## src/hw/rtl/sppc_pkg.sv

```systemverilog
// ----------------------------------------------------------------------------
// sppc_pkg
// Shared constants, types and the field decoder for the serial PWM command
// parser.
// ----------------------------------------------------------------------------
package sppc_pkg;

    // Collector sizing
    localparam int BUFFER_BYTES = 512;
    localparam int MAX_PAYLOAD  = 32;
    localparam int HEAD_DEPTH   = 10;
    localparam int MARK_LEN     = 8;
    localparam int COUNT_W      = $clog2(BUFFER_BYTES);
    localparam int HEAD_IDX_W   = $clog2(HEAD_DEPTH);
    localparam int MARK_IDX_W   = $clog2(MARK_LEN);
    localparam int PROG_W       = $clog2(MARK_LEN + 1);

    // Bytes of the payload that feed the number fields (positions 2..9)
    localparam int FIELD_BYTES  = HEAD_DEPTH - 2;

    // Queue between front and back
    localparam int QUEUE_DEPTH  = 4;
    localparam int QPTR_W       = $clog2(QUEUE_DEPTH);
    localparam int QCNT_W       = $clog2(QUEUE_DEPTH + 1);

    // Output packing
    localparam int PORT_W       = 8;
    localparam int DUTY_W       = 8;
    localparam int FREQ_W       = 15;
    localparam int OUT_TDATA_W  = 40;

    // Character codes
    localparam logic [7:0] CHAR_SEMI  = 8'h3B;
    localparam logic [7:0] CHAR_A     = 8'h41;
    localparam logic [7:0] CHAR_PLUS  = 8'h2B;
    localparam logic [7:0] CHAR_MINUS = 8'h2D;
    localparam logic [7:0] CHAR_ZERO  = 8'h30;
    localparam logic [7:0] CHAR_NINE  = 8'h39;
    localparam logic [7:0] CHAR_SPACE = 8'h20;
    localparam logic [7:0] CHAR_TAB   = 8'h09;
    localparam logic [7:0] CHAR_CR    = 8'h0D;

    // Command marker "-prints:"
    localparam logic [7:0] MARK_TEXT [MARK_LEN] = '{
        8'h2D, 8'h70, 8'h72, 8'h69, 8'h6E, 8'h74, 8'h73, 8'h3A
    };

    // One classified request handed from front to back
    typedef struct packed {
        logic                     cmd_ok;
        logic [FIELD_BYTES*8-1:0] fields;     // payload byte 2 in the low bits
        logic [7:0]               echo_byte;
    } t_cmd_entry;

    // Pop handshake driven by the back end into the queue
    typedef struct packed {
        logic pop_valid;
        logic pop_ready;
    } t_pop_ctrl;

    typedef enum logic [1:0] {
        ATOI_LEAD,
        ATOI_DIGITS,
        ATOI_DONE
    } t_atoi_phase;

    // Decimal decode of up to four bytes: leading white space, optional sign,
    // then digits until the first non-digit or the end of the field.
    function automatic logic [FREQ_W-1:0] decode_field(input logic [31:0] f,
                                                       input int n);
        t_atoi_phase     phase;
        logic            neg;
        logic [FREQ_W-1:0] v;
        logic [7:0]      c;
        logic            is_digit;
        logic            is_ws;
        phase = ATOI_LEAD;
        neg   = 1'b0;
        v     = '0;
        for (int i = 0; i < 4; i++) begin
            c        = f[i*8 +: 8];
            is_digit = (c >= CHAR_ZERO) && (c <= CHAR_NINE);
            is_ws    = (c == CHAR_SPACE) || ((c >= CHAR_TAB) && (c <= CHAR_CR));
            if (i < n) begin
                case (phase)
                    ATOI_LEAD: begin
                        if (is_ws) begin
                            phase = ATOI_LEAD;
                        end else if (c == CHAR_PLUS || c == CHAR_MINUS) begin
                            neg   = (c == CHAR_MINUS);
                            phase = ATOI_DIGITS;
                        end else if (is_digit) begin
                            v     = FREQ_W'(c[3:0]);
                            phase = ATOI_DIGITS;
                        end else begin
                            phase = ATOI_DONE;
                        end
                    end
                    ATOI_DIGITS: begin
                        if (is_digit) begin
                            v = FREQ_W'(v * FREQ_W'(10)) + FREQ_W'(c[3:0]);
                        end else begin
                            phase = ATOI_DONE;
                        end
                    end
                    default: begin
                        phase = ATOI_DONE;
                    end
                endcase
            end
        end
        return neg ? FREQ_W'(-v) : v;
    endfunction

endpackage

```

## src/hw/rtl/sppc_front.sv

```systemverilog
// ----------------------------------------------------------------------------
// sppc_front
// Byte collector and marker matcher. Classifies each received byte and, on a
// semicolon, judges the command and clears the collector.
// ----------------------------------------------------------------------------
module sppc_front import sppc_pkg::*; (
    input  logic       i_clk,
    input  logic       i_rst_n,
    input  logic       i_accept,
    input  logic [7:0] i_rx_byte,
    output t_cmd_entry o_entry
);

    logic [COUNT_W-1:0] r_stored_count, n_stored_count;
    logic [PROG_W-1:0]  r_match_progress, n_match_progress;
    logic               r_match_found, n_match_found;
    logic [COUNT_W-1:0] r_payload_count, n_payload_count;
    logic [7:0]         r_head [HEAD_DEPTH];
    logic [7:0]         n_head [HEAD_DEPTH];

    logic               room;
    logic               is_semi;
    logic [COUNT_W-1:0] plen;
    logic [7:0]         pl [HEAD_DEPTH];
    logic               cmd_ok;

    assign room    = r_stored_count < COUNT_W'(BUFFER_BYTES - 1);
    assign is_semi = i_rx_byte == CHAR_SEMI;

    // Collector update for the current byte
    always_comb begin
        n_stored_count   = r_stored_count;
        n_match_progress = r_match_progress;
        n_match_found    = r_match_found;
        n_payload_count  = r_payload_count;
        for (int i = 0; i < HEAD_DEPTH; i++) begin
            n_head[i] = r_head[i];
        end
        if (room) begin
            n_stored_count = r_stored_count + 1'b1;
            if (r_match_found) begin
                if (r_payload_count < COUNT_W'(HEAD_DEPTH)) begin
                    n_head[r_payload_count[HEAD_IDX_W-1:0]] = i_rx_byte;
                end
                n_payload_count = r_payload_count + 1'b1;
            end else begin
                if (r_match_progress < PROG_W'(MARK_LEN) &&
                    i_rx_byte == MARK_TEXT[r_match_progress[MARK_IDX_W-1:0]]) begin
                    n_match_progress = r_match_progress + 1'b1;
                end else begin
                    n_match_progress = (i_rx_byte == MARK_TEXT[0]) ? PROG_W'(1) : '0;
                end
                if (n_match_progress >= PROG_W'(MARK_LEN)) begin
                    n_match_found = 1'b1;
                end
            end
        end
    end

    // Judge: payload excludes the last stored byte; unused positions read zero
    assign plen = n_payload_count - 1'b1;

    always_comb begin
        for (int i = 0; i < HEAD_DEPTH; i++) begin
            pl[i] = (COUNT_W'(i) < plen) ? n_head[i] : 8'h00;
        end
    end

    assign cmd_ok = is_semi && n_match_found
                    && (n_payload_count >= COUNT_W'(2))
                    && (plen < COUNT_W'(MAX_PAYLOAD))
                    && (plen >= COUNT_W'(8))
                    && (pl[0] == CHAR_A) && (pl[1] == CHAR_A);

    always_comb begin
        o_entry.echo_byte = i_rx_byte;
        o_entry.cmd_ok    = cmd_ok;
        for (int i = 0; i < FIELD_BYTES; i++) begin
            o_entry.fields[i*8 +: 8] = pl[i+2];
        end
    end

    // Collector state; a semicolon clears it
    always_ff @(posedge i_clk) begin
        if (!i_rst_n) begin
            r_stored_count   <= '0;
            r_match_progress <= '0;
            r_match_found    <= 1'b0;
            r_payload_count  <= '0;
        end else if (i_accept) begin
            if (is_semi) begin
                r_stored_count   <= '0;
                r_match_progress <= '0;
                r_match_found    <= 1'b0;
                r_payload_count  <= '0;
            end else begin
                r_stored_count   <= n_stored_count;
                r_match_progress <= n_match_progress;
                r_match_found    <= n_match_found;
                r_payload_count  <= n_payload_count;
            end
        end
    end

    // Head bytes are always written before they are read back
    always_ff @(posedge i_clk) begin
        if (i_accept) begin
            for (int i = 0; i < HEAD_DEPTH; i++) begin
                r_head[i] <= n_head[i];
            end
        end
    end

endmodule

```

## src/hw/rtl/sppc_queue.sv

```systemverilog
// ----------------------------------------------------------------------------
// sppc_queue
// Small request queue between the front and the back end.
// ----------------------------------------------------------------------------
module sppc_queue import sppc_pkg::*; (
    input  logic       i_clk,
    input  logic       i_rst_n,
    input  logic       i_push,
    input  t_cmd_entry i_push_entry,
    output logic       o_push_ready,
    input  t_pop_ctrl  i_pop,
    output logic       o_pop_valid,
    output t_cmd_entry o_pop_entry
);

    t_cmd_entry        r_slot [QUEUE_DEPTH];
    logic [QPTR_W-1:0] r_wr_ptr;
    logic [QPTR_W-1:0] r_rd_ptr;
    logic [QCNT_W-1:0] r_count;

    logic do_push;
    logic do_pop;

    assign o_push_ready = r_count != QCNT_W'(QUEUE_DEPTH);
    assign o_pop_valid  = r_count != '0;
    assign o_pop_entry  = r_slot[r_rd_ptr];

    assign do_push = i_push && o_push_ready;
    assign do_pop  = i_pop.pop_valid && i_pop.pop_ready;

    // Storage
    always_ff @(posedge i_clk) begin
        if (do_push) begin
            r_slot[r_wr_ptr] <= i_push_entry;
        end
    end

    // Pointers and fill level
    always_ff @(posedge i_clk) begin
        if (!i_rst_n) begin
            r_wr_ptr <= '0;
            r_rd_ptr <= '0;
            r_count  <= '0;
        end else begin
            if (do_push) begin
                r_wr_ptr <= r_wr_ptr + 1'b1;
            end
            if (do_pop) begin
                r_rd_ptr <= r_rd_ptr + 1'b1;
            end
            if (do_push && !do_pop) begin
                r_count <= r_count + 1'b1;
            end else if (do_pop && !do_push) begin
                r_count <= r_count - 1'b1;
            end
        end
    end

endmodule

```

## src/hw/rtl/sppc_back.sv

```systemverilog
// ----------------------------------------------------------------------------
// sppc_back
// Decodes the number fields of a judged request and holds the result in the
// output register until the receiver takes it.
// ----------------------------------------------------------------------------
module sppc_back import sppc_pkg::*; (
    input  logic                   i_clk,
    input  logic                   i_rst_n,
    input  logic                   i_entry_valid,
    input  t_cmd_entry             i_entry,
    output t_pop_ctrl              o_pop,
    output logic                   o_tvalid,
    input  logic                   i_tready,
    output logic [OUT_TDATA_W-1:0] o_tdata,
    output logic                   o_tuser
);

    logic                   r_valid;
    logic [OUT_TDATA_W-1:0] r_tdata;
    logic                   r_tuser;

    logic                   load;
    logic [FREQ_W-1:0]      port_raw;
    logic [FREQ_W-1:0]      duty_raw;
    logic [FREQ_W-1:0]      freq_raw;
    logic [PORT_W-1:0]      port_val;
    logic [DUTY_W-1:0]      duty_val;
    logic [FREQ_W-1:0]      freq_val;

    assign load = i_entry_valid && (!r_valid || i_tready);

    assign o_pop.pop_valid = i_entry_valid;
    assign o_pop.pop_ready = !r_valid || i_tready;

    // Field decode: port = bytes 2-3, duty = 4-5, frequency = 6-9
    assign port_raw = decode_field({16'h0000, i_entry.fields[15:0]}, 2);
    assign duty_raw = decode_field({16'h0000, i_entry.fields[31:16]}, 2);
    assign freq_raw = decode_field(i_entry.fields[63:32], 4);

    assign port_val = i_entry.cmd_ok ? port_raw[PORT_W-1:0] : '0;
    assign duty_val = i_entry.cmd_ok ? duty_raw[DUTY_W-1:0] : '0;
    assign freq_val = i_entry.cmd_ok ? freq_raw : '0;

    // Output register
    always_ff @(posedge i_clk) begin
        if (!i_rst_n) begin
            r_valid <= 1'b0;
        end else if (load) begin
            r_valid <= 1'b1;
        end else if (i_tready) begin
            r_valid <= 1'b0;
        end
    end

    always_ff @(posedge i_clk) begin
        if (load) begin
            r_tdata <= {1'b0, freq_val, duty_val, port_val, i_entry.echo_byte};
            r_tuser <= i_entry.cmd_ok;
        end
    end

    assign o_tvalid = r_valid;
    assign o_tdata  = r_tdata;
    assign o_tuser  = r_tuser;

endmodule

```

## src/hw/rtl/serial_pwm_command_parser.sv

```systemverilog
// ----------------------------------------------------------------------------
// serial_pwm_command_parser
// Echoes every received byte and decodes "-prints:AA<port><duty><freq>;"
// commands into PWM settings.
// ----------------------------------------------------------------------------
// Usage:
//   s_axis carries one received byte per request in tdata[7:0].
//   m_axis returns exactly one result per input byte, in order:
//     tdata[7:0]   echoed byte
//     tdata[15:8]  port, signed
//     tdata[23:16] duty in hundredths, signed
//     tdata[38:24] frequency, signed (bit 39 is zero)
//     tuser        1 when this byte (a ';') closed a valid AA command;
//                  the number fields are zero otherwise.
//   An accepted byte is queued, then loaded into the output register once it
//   is free. Throughput: one byte per cycle while m_axis_tready is high, set
//   by the collector update in the front end and the single output register.
//   Reset (i_rst_n low, synchronous) clears the collector, the four-entry
//   request queue and the output register.
//   When the receiver stalls, up to four requests plus the held result are
//   absorbed; s_axis_tready then drops until the back end takes a request
//   from the queue.
// ----------------------------------------------------------------------------
module serial_pwm_command_parser import sppc_pkg::*; (
    input  logic                   i_clk,
    input  logic                   i_rst_n,
    input  logic                   s_axis_tvalid,
    output logic                   s_axis_tready,
    input  logic [7:0]             s_axis_tdata,   // [7:0] rx_byte
    output logic                   m_axis_tvalid,
    input  logic                   m_axis_tready,
    output logic [OUT_TDATA_W-1:0] m_axis_tdata,   // [7:0] echo_byte, [15:8] pwm_port,
                                                   // [23:16] duty_hundredths,
                                                   // [38:24] pwm_frequency
    output logic                   m_axis_tuser    // [0] command_valid
);

    logic       accept;
    logic       push_ready;
    t_cmd_entry front_entry;
    t_cmd_entry queue_entry;
    logic       queue_valid;
    t_pop_ctrl  pop_ctrl;

    assign s_axis_tready = push_ready;
    assign accept        = s_axis_tvalid && push_ready;

    // Front end: collect and classify
    sppc_front u_front (
        .i_clk     (i_clk),
        .i_rst_n   (i_rst_n),
        .i_accept  (accept),
        .i_rx_byte (s_axis_tdata),
        .o_entry   (front_entry)
    );

    // Request queue
    sppc_queue u_queue (
        .i_clk        (i_clk),
        .i_rst_n      (i_rst_n),
        .i_push       (accept),
        .i_push_entry (front_entry),
        .o_push_ready (push_ready),
        .i_pop        (pop_ctrl),
        .o_pop_valid  (queue_valid),
        .o_pop_entry  (queue_entry)
    );

    // Back end: decode and output
    sppc_back u_back (
        .i_clk         (i_clk),
        .i_rst_n       (i_rst_n),
        .i_entry_valid (queue_valid),
        .i_entry       (queue_entry),
        .o_pop         (pop_ctrl),
        .o_tvalid      (m_axis_tvalid),
        .i_tready      (m_axis_tready),
        .o_tdata       (m_axis_tdata),
        .o_tuser       (m_axis_tuser)
    );

endmodule
```

## config.mk

```make
export PLATFORM = sky130hd
export DESIGN_NAME = serial_pwm_command_parser
export DESIGN_NICKNAME = d
export VERILOG_FILES = /design/src/hw/rtl/sppc_pkg.sv /design/src/hw/rtl/sppc_front.sv /design/src/hw/rtl/sppc_queue.sv /design/src/hw/rtl/sppc_back.sv /design/src/hw/rtl/serial_pwm_command_parser.sv
export SDC_FILE = /design/constraint.sdc
export NUM_CORES = 1
export LEC_CHECK = 0
export BUFFER_PORTS_ARGS = -buffer_cell sky130_fd_sc_hd__buf_2
export CAP_MARGIN = 15
export CORE_UTILIZATION = 45
export CTS_CLUSTER_DIAMETER = 100
export CTS_CLUSTER_SIZE = 12
export DETAILED_ROUTE_END_ITERATION = 8
export GPL_TIMING_DRIVEN = 0
export SKIP_CTS_REPAIR_TIMING = 1
export SYNTH_ARGS = -nofsm -noshare
export SYNTH_HDL_FRONTEND = slang
export SYNTH_HIERARCHICAL = 1
export SYNTH_SLANG_ARGS = --single-unit
```

## constraint.sdc

```tcl
create_clock -name i_clk -period 10.9 [get_ports i_clk]
set_input_delay 0.545 -clock i_clk [delete_from_list [all_inputs] [get_ports i_clk]]
set_output_delay 0.545 -clock i_clk [all_outputs]
set_load 0.05 [all_outputs]
```

==> out/results.tsv, run 1 <==
metric	value	unit
grt_max_degree	56	
yosys-top-cells-area	edfxtp_1, mux4_2, ha_1, mux2_2, dfxtp_1	
grt_pass1_wl	82600	um
synthCells	1739	
cap_violations	0	
critPathLaunchType	flop	
avgViaCountPerCell	5.75	
end_kind	flop	
vias	14600	
wl_per_cell	20.6	um
antenna_found_initial	0	
dr_wl_met3	1850	um
root_buffer	clkbuf_16	
ys_warn_count	6	
top_layer	met4	
drv_slew	0	
cts_tree	done	
setup_viol	0	
synth_cell_type_count	114	
grt_usage	20.0	%
crit_required	11.20	ns
hpwlAfterDp	36300	um
first_pass_iters	5	
power	4.81	mW
layout-drive-gt1-share	20.1	%
syn_area	0.0235	mm2
critical-path-slowest-cell	nor3_1	
io_pins	55	
synth_top_area_cell	edfxtp_1	
grt-ovfl-total	0	
min_period	9.37	ns
fin_skew	0.0318	ns
port_buffers	53	
place.gp.congestion	0.880	
initialDrtViolationCount	1029	
critPathKind	flop to flop	
reg2reg_slack	1.53	ns
initial_core_util	45.7	%
die_w	231	um
path_common_cell	ha_1	
avgSynthCellArea	13.5	um2
async_flop_share	0	%
clkSinkCount	445	
outcome	finished, final reports clean	
met2_length	25900	um
synth_ff_type	edfxtp_1	
layout.nets	1947	
drtAntennaViolNets	0	
h-tree-depth	2	
fin_setup_tns	0	ns
relSlewSlack	33.1	%
yosysSeqAreaShare	55.4	%
crit_fanout	10	
critPathTopFamily	simple AND/OR/NAND/NOR gates	
clock_latency	0.57	ns
critPathBufInv	3	
clock.fmax	0.107	GHz
rows	83	
whs	0.318	ns
slowest_delay	0.62	ns
rsz0062_at_grt	no	
clk_pin_slew	0.06	ns
synth_edf_count	412	
finalHoldViolCount	0	
die_area	0.0532	mm2
drc	0	
met1Wirelength	23600	um
critPathArrivalTime	9.67	ns
ir_worst_vdd	167	uV
wl	52500	um
hp-class	input pin to flop	
layout-area-overhead-vs-synth	10.6	%
dieHeight	231	um
grt_pass1_vias	14800	
p_leak	8.47	nW
synth_most_common_cell	edfxtp_1	
synth.top_cell.area_share	52.6	%
numCtsBuffers	43	
synth_common_cells	edfxtp_1, nor2_1, nand2_1, mux2_2, ha_1	
clock_path_buffers	3	
ys_ff_latch	445	
core_area	0.0515	mm2
syn_nets	1843	
tightest_slew	1.00	ns
antennaDiodeCount	0	
finalCritPeriodShare	86.0	%
cellPowerDensity	185	mW/mm2
-- per-layer routing --
layer  global-route usage, %  up-vias
met5                       0        -
met4                    5.24        0
met3                    2.51       74
met1                    26.7     7323
li1                        -     6931
met2                    34.3      287
-- flip-flops by register name, summed over array words and instances, names as in the netlist, named ones only --
register and flops:
u_front/r_stored_count 9, u_back/o_tdata 39, u_front/r_head 80, u_back/o_tvalid 1, u_queue/r_slot 292, u_front/r_match_found 1, u_queue/r_rd_ptr 2, u_queue/r_wr_ptr 2
u_front/r_match_progress 4, u_queue/r_count 3, u_front/r_payload_count 9, u_back/o_tuser 1
-- cells in the final DEF, fill, tap and decap left out, drive strengths merged, types with 40 or more instances in the layout --
cell type | synthesis | layout
nand3 | 40 | 40
a21boi | 73 | 73
clkbuf | 25 | 85
a21oi | 68 | 68
o21ai | 53 | 53
edfxtp | 412 | 412
nand2 | 91 | 91
xor2 | 42 | 42
buf | 54 | 113
nor2 | 122 | 122
inv | 44 | 46
ha | 81 | 81
mux2 | 82 | 82
mux4 | 73 | 73
xnor2 | 53 | 53
-- path summary, 6_finish.rpt --
| check | startpoint | endpoint | cells after the start |
|---|---|---|---|
| max | flop | u_back/o_tdata[38]$_SDFFCE_PN0P_ | 31 |
| min | i_rst_n | u_front/r_match_progress[3]$_SDFFE_PN0P_ | 2 |
| max reg2reg | flop | u_back/o_tdata[38]$_SDFFCE_PN0P_ | 31 |
| min reg2reg | u_front/r_match_progress[3]$_SDFFE_PN0P_ | u_front/r_match_progress[3]$_SDFFE_PN0P_ | 2 |
-- cell families (layout without fill, tap and decap cells) --
kind of cell    count (synthesis)  count (layout)  synth area share (%)
fa+ha+maj                      92              92                  5.25
mux                           162             162                  11.2
xor+xnor                       95              95                  3.54
flops                         445             445                  55.4
compound gates                331             331                  10.2
other cells                     1               1                0.0159
buf+inv                       124             247                  3.10
simple gates                  489             489                  11.2
-- report_power, final --
| part | leakage [nW] | internal, mW | switching, mW |
|---|---|---|---|
| combinational | 4.23 | 0.431 | 0.846 |
| clock | 0.581 | 0.737 | 0.599 |
| sequential | 3.66 | 2.14 | 0.0517 |
| total | 8.47 | 3.31 | 1.50 |
-- cell type report --
type / instances / area, um2
inverter: 44 / 165
clock inverter: 4 / 38.8
fill: 4437 / 25500
tap: 680 / 851
sequential: 445 / 13000
clock buffer: 60 / 1160
multi-input combinational: 1170 / 9770
timing repair buffer: 59 / 423
buffer: 80 / 564
-- stage by stage --
| step | std cells | util (%) | worst slack (ns) | instance area, um2 |
|---|---|---|---|---|
| 2_1_floorplan | 1739 | - | 3.05 | 23500 |
| 4_1_cts | 2542 | 50.5 | 1.45 | 26000 |
| 3_3_place_gp | 2472 | 47.8 | 1.55 | 24600 |
| 3_5_place_dp | 2478 | 48.2 | 1.48 | 24800 |
| 6_report | 2542 | 50.5 | 1.53 | 26000 |
| 5_1_grt | 2542 | 50.5 | 0.940 | 26000 |
No activity file was read; power rests on OpenSTA's default activity.
==> run 2, diff against run 1 <==
--- a/config.mk
+++ b/config.mk
@@ -5,6 +5,7 @@
 export SDC_FILE = /design/constraint.sdc
 export NUM_CORES = 1
 export LEC_CHECK = 0
+export ABC_AREA = 1
 export BUFFER_PORTS_ARGS = -buffer_cell sky130_fd_sc_hd__buf_2
 export CAP_MARGIN = 15
 export CORE_UTILIZATION = 45
==> run 2 against run 1 <==
  * The flow now finishes with violations (DRC)
  * Register-to-register slack improved by 0.71 ns
  * Count of clock-buffer cells in the layout unchanged
  * Non-clock buffer count increased by 15
  * Critical path depth increased by 18
  * Global-route usage up 2.4 points
  * Combinational power up 48%
  * Clock skew down 0.0019 ns
  * Core utilization increased by 0.055 points
  * First-iteration DRC count up 56%
  * Maximum frequency rose by 8.2%
  * Total power grew 13%
  * Via count rose by 27%
  * Highest routed layer is now met5
==> out/results.tsv, run 2 <==
metric	value	unit
placed_area	0.0255	mm2
syn_nets	2734	
synth.top_cell.area_share	51.4	%
tightest_slew	1.02	ns
syn_area	0.0241	mm2
avgViaCountPerCell	5.37	
p_leak	10.8	nW
grt_pass1_vias	17400	
layout.nets	2843	
synth_common_cells	nand2_1, edfxtp_1, inv_1, nor2_1, o21ai_0	
numCtsBuffers	43	
die_w	233	um
rsz0062_at_grt	no	
grt_pass1_wl	94500	um
initial_core_util	45.7	%
r2r_cells	49	
cap_violations	0	
ir_worst_vdd	127	uV
pre_cts_ws	2.24	ns
fin_setup_tns	0	ns
yosys-top-cells-area	edfxtp_1, nand2_1, inv_1, nor2_1, o21ai_0	
io_pins	55	
synthCells	2630	
async_flop_share	0	%
regMostFlops	u_queue/r_slot	
clkSinkCount	445	
grt_max_degree	51	
reg2reg_to	u_back/o_tdata[37]$_SDFFCE_PN0P_	
place.gp.congestion	0.881	
synth_ff_type	edfxtp_1	
initialDrtViolationCount	1610	
grt-ovfl-total	0	
worst_hold_path.endpoint	u_queue/r_wr_ptr[1]$_SDFFE_PN0P_	
hp-class	input pin to flop	
reg2reg_slack	2.24	ns
antenna_found_initial	1	
drtAntennaViolNets	0	
crit_fanout	10	
layout_commonest_cell	nand2_1	
path_common_cell	nand2_1	
grt_usage	22.4	%
layout-drive-gt1-share	9.18	%
final_cell_mix	nand2_1, edfxtp_1, inv_1	
synth_top_area_cell	edfxtp_1	
core_area	0.0528	mm2
critical-path-slowest-cell	fa_1	
clock.fmax	0.115	GHz
min_from	i_rst_n	
crit_required	11.22	ns
ys_ff_latch	445	
synth_most_common_cell	nand2_1	
rows	84	
drc	28	
dp.cells	3382	
critPathKind	flop to flop	
h-tree-depth	2	
critPathLaunchType	flop	
setup_viol	0	
yosysSeqAreaShare	54.1	%
hpwlAfterDp	42700	um
min_period	8.66	ns
first_pass_iters	8	
end_kind	flop	
fin_skew	0.0299	ns
ys_warn_count	6	
drv_slew	0	
dieHeight	233	um
critPathArrivalTime	8.99	ns
relSlewSlack	31.1	%
slowest_delay	0.50	ns
layout-area-overhead-vs-synth	10.7	%
clk_pin_slew	0.06	ns
synth_edf_count	412	
die_area	0.0545	mm2
violations	DRC	
avgSynthCellArea	9.16	um2
largest_register_ffs	292	
cts_tree	done	
clock_path_buffers	3	
port_buffers	53	
clock_latency	0.59	ns
design_area	0.0267	mm2
worstHoldPathCells	3	
finalHoldViolCount	0	
worst_slack	2.24	ns
vias	18500	
wl	60300	um
power	5.45	mW
outcome	complete, but fails checks	
synth_cell_type_count	60	
instances_no_fill	3447	
cellPowerDensity	204	mW/mm2
finalCritPeriodShare	79.5	%
root_buffer	clkbuf_16	
wl_per_cell	17.5	um
[run 2: logic make-up (layout without fill, tap and decap cells)]
logic type               Yosys count  count (layout)  share of synthesized area, %
AND/OR/NAND/NOR                 1088            1088                          19.7
AO/OA/AOI/OAI                    505             505                          11.4
buffers and inverters            459             586                          8.14
flip-flops                       445             445                          54.1
adder cells (fa/ha/maj)           92              92                          5.12
XOR/XNOR                          24              24                         0.873
multiplexers                      16              16                         0.665
other                              1               3                        0.0156
[run 2: how the worst max path moves through the flow]
| stage | cells past startpoint | slack, ns | end | start |
|---|---|---|---|---|
| CTS | 49 | 2.19 | u_back/o_tdata[37]$_SDFFCE_PN0P_ | flop |
| detailed placement | 49 | 2.24 | u_back/o_tdata[37]$_SDFFCE_PN0P_ | flop |
| global placement | 6 | 0.66 | u_queue/r_slot[3][12]$_DFFE_PP_ | u_queue/r_count[0]$_SDFFE_PN0P_ |
| finish | 49 | 2.24 | u_back/o_tdata[37]$_SDFFCE_PN0P_ | flop |
| global route | 49 | 1.42 | u_back/o_tdata[37]$_SDFFCE_PN0P_ | flop |
| floorplan | 50 | 3.90 | u_back/o_tdata[37]$_SDFFCE_PN0P_ | flop |
[run 2: report_power, final]
group,leakage [nW],internal [mW],total (mW),switching [mW]
sequential,3.54,2.15,2.21,0.0590
clock,0.570,0.725,1.34,0.617
combinational,6.68,0.487,1.90,1.41
total,10.8,3.36,5.45,2.09
[run 2: final cells by class]
| class | count | area [um2] |
|---|---|---|
| Tap cell | 688 | 861 |
| Inverter | 369 | 1390 |
| Clock inverter | 3 | 43.8 |
| Fill cell | 4887 | 26100 |
| Clock buffer | 60 | 1140 |
| Sequential cell | 445 | 13000 |
| Antenna cell | 2 | 5.00 |
| Buffer | 90 | 572 |
| Timing Repair Buffer | 64 | 485 |
| Multi-Input combinational cell | 1726 | 9140 |
[run 2: metal layers]
metal  vias up  GRT usage, %  part of all wire [%]
met1      8796          31.2                    47
met5         -             0                 0.022
li1       9142             -                     -
met3        73          2.67                   5.2
met2       500          36.9                    46
met4         2          5.64                   1.8
[run 2: stage by stage]
step	hold slack [ns]	utilization, %
after floorplan	0.444	-
after global placement	0.453	47.8
after detailed placement	0.471	48.3
after CTS	0.258	50.5
after global routing	0.284	50.5
final	0.296	50.5
[run 2: worst max-delay path: cells and delay by family (launching register included)]
family	cells	cell delay, ns
DFF	1	0.37
and+or+nand+nor	27	3.16
adders and majority gates	7	2.34
AOI/OAI and AO/OA	7	1.11
buffers and inverters	8	1.41
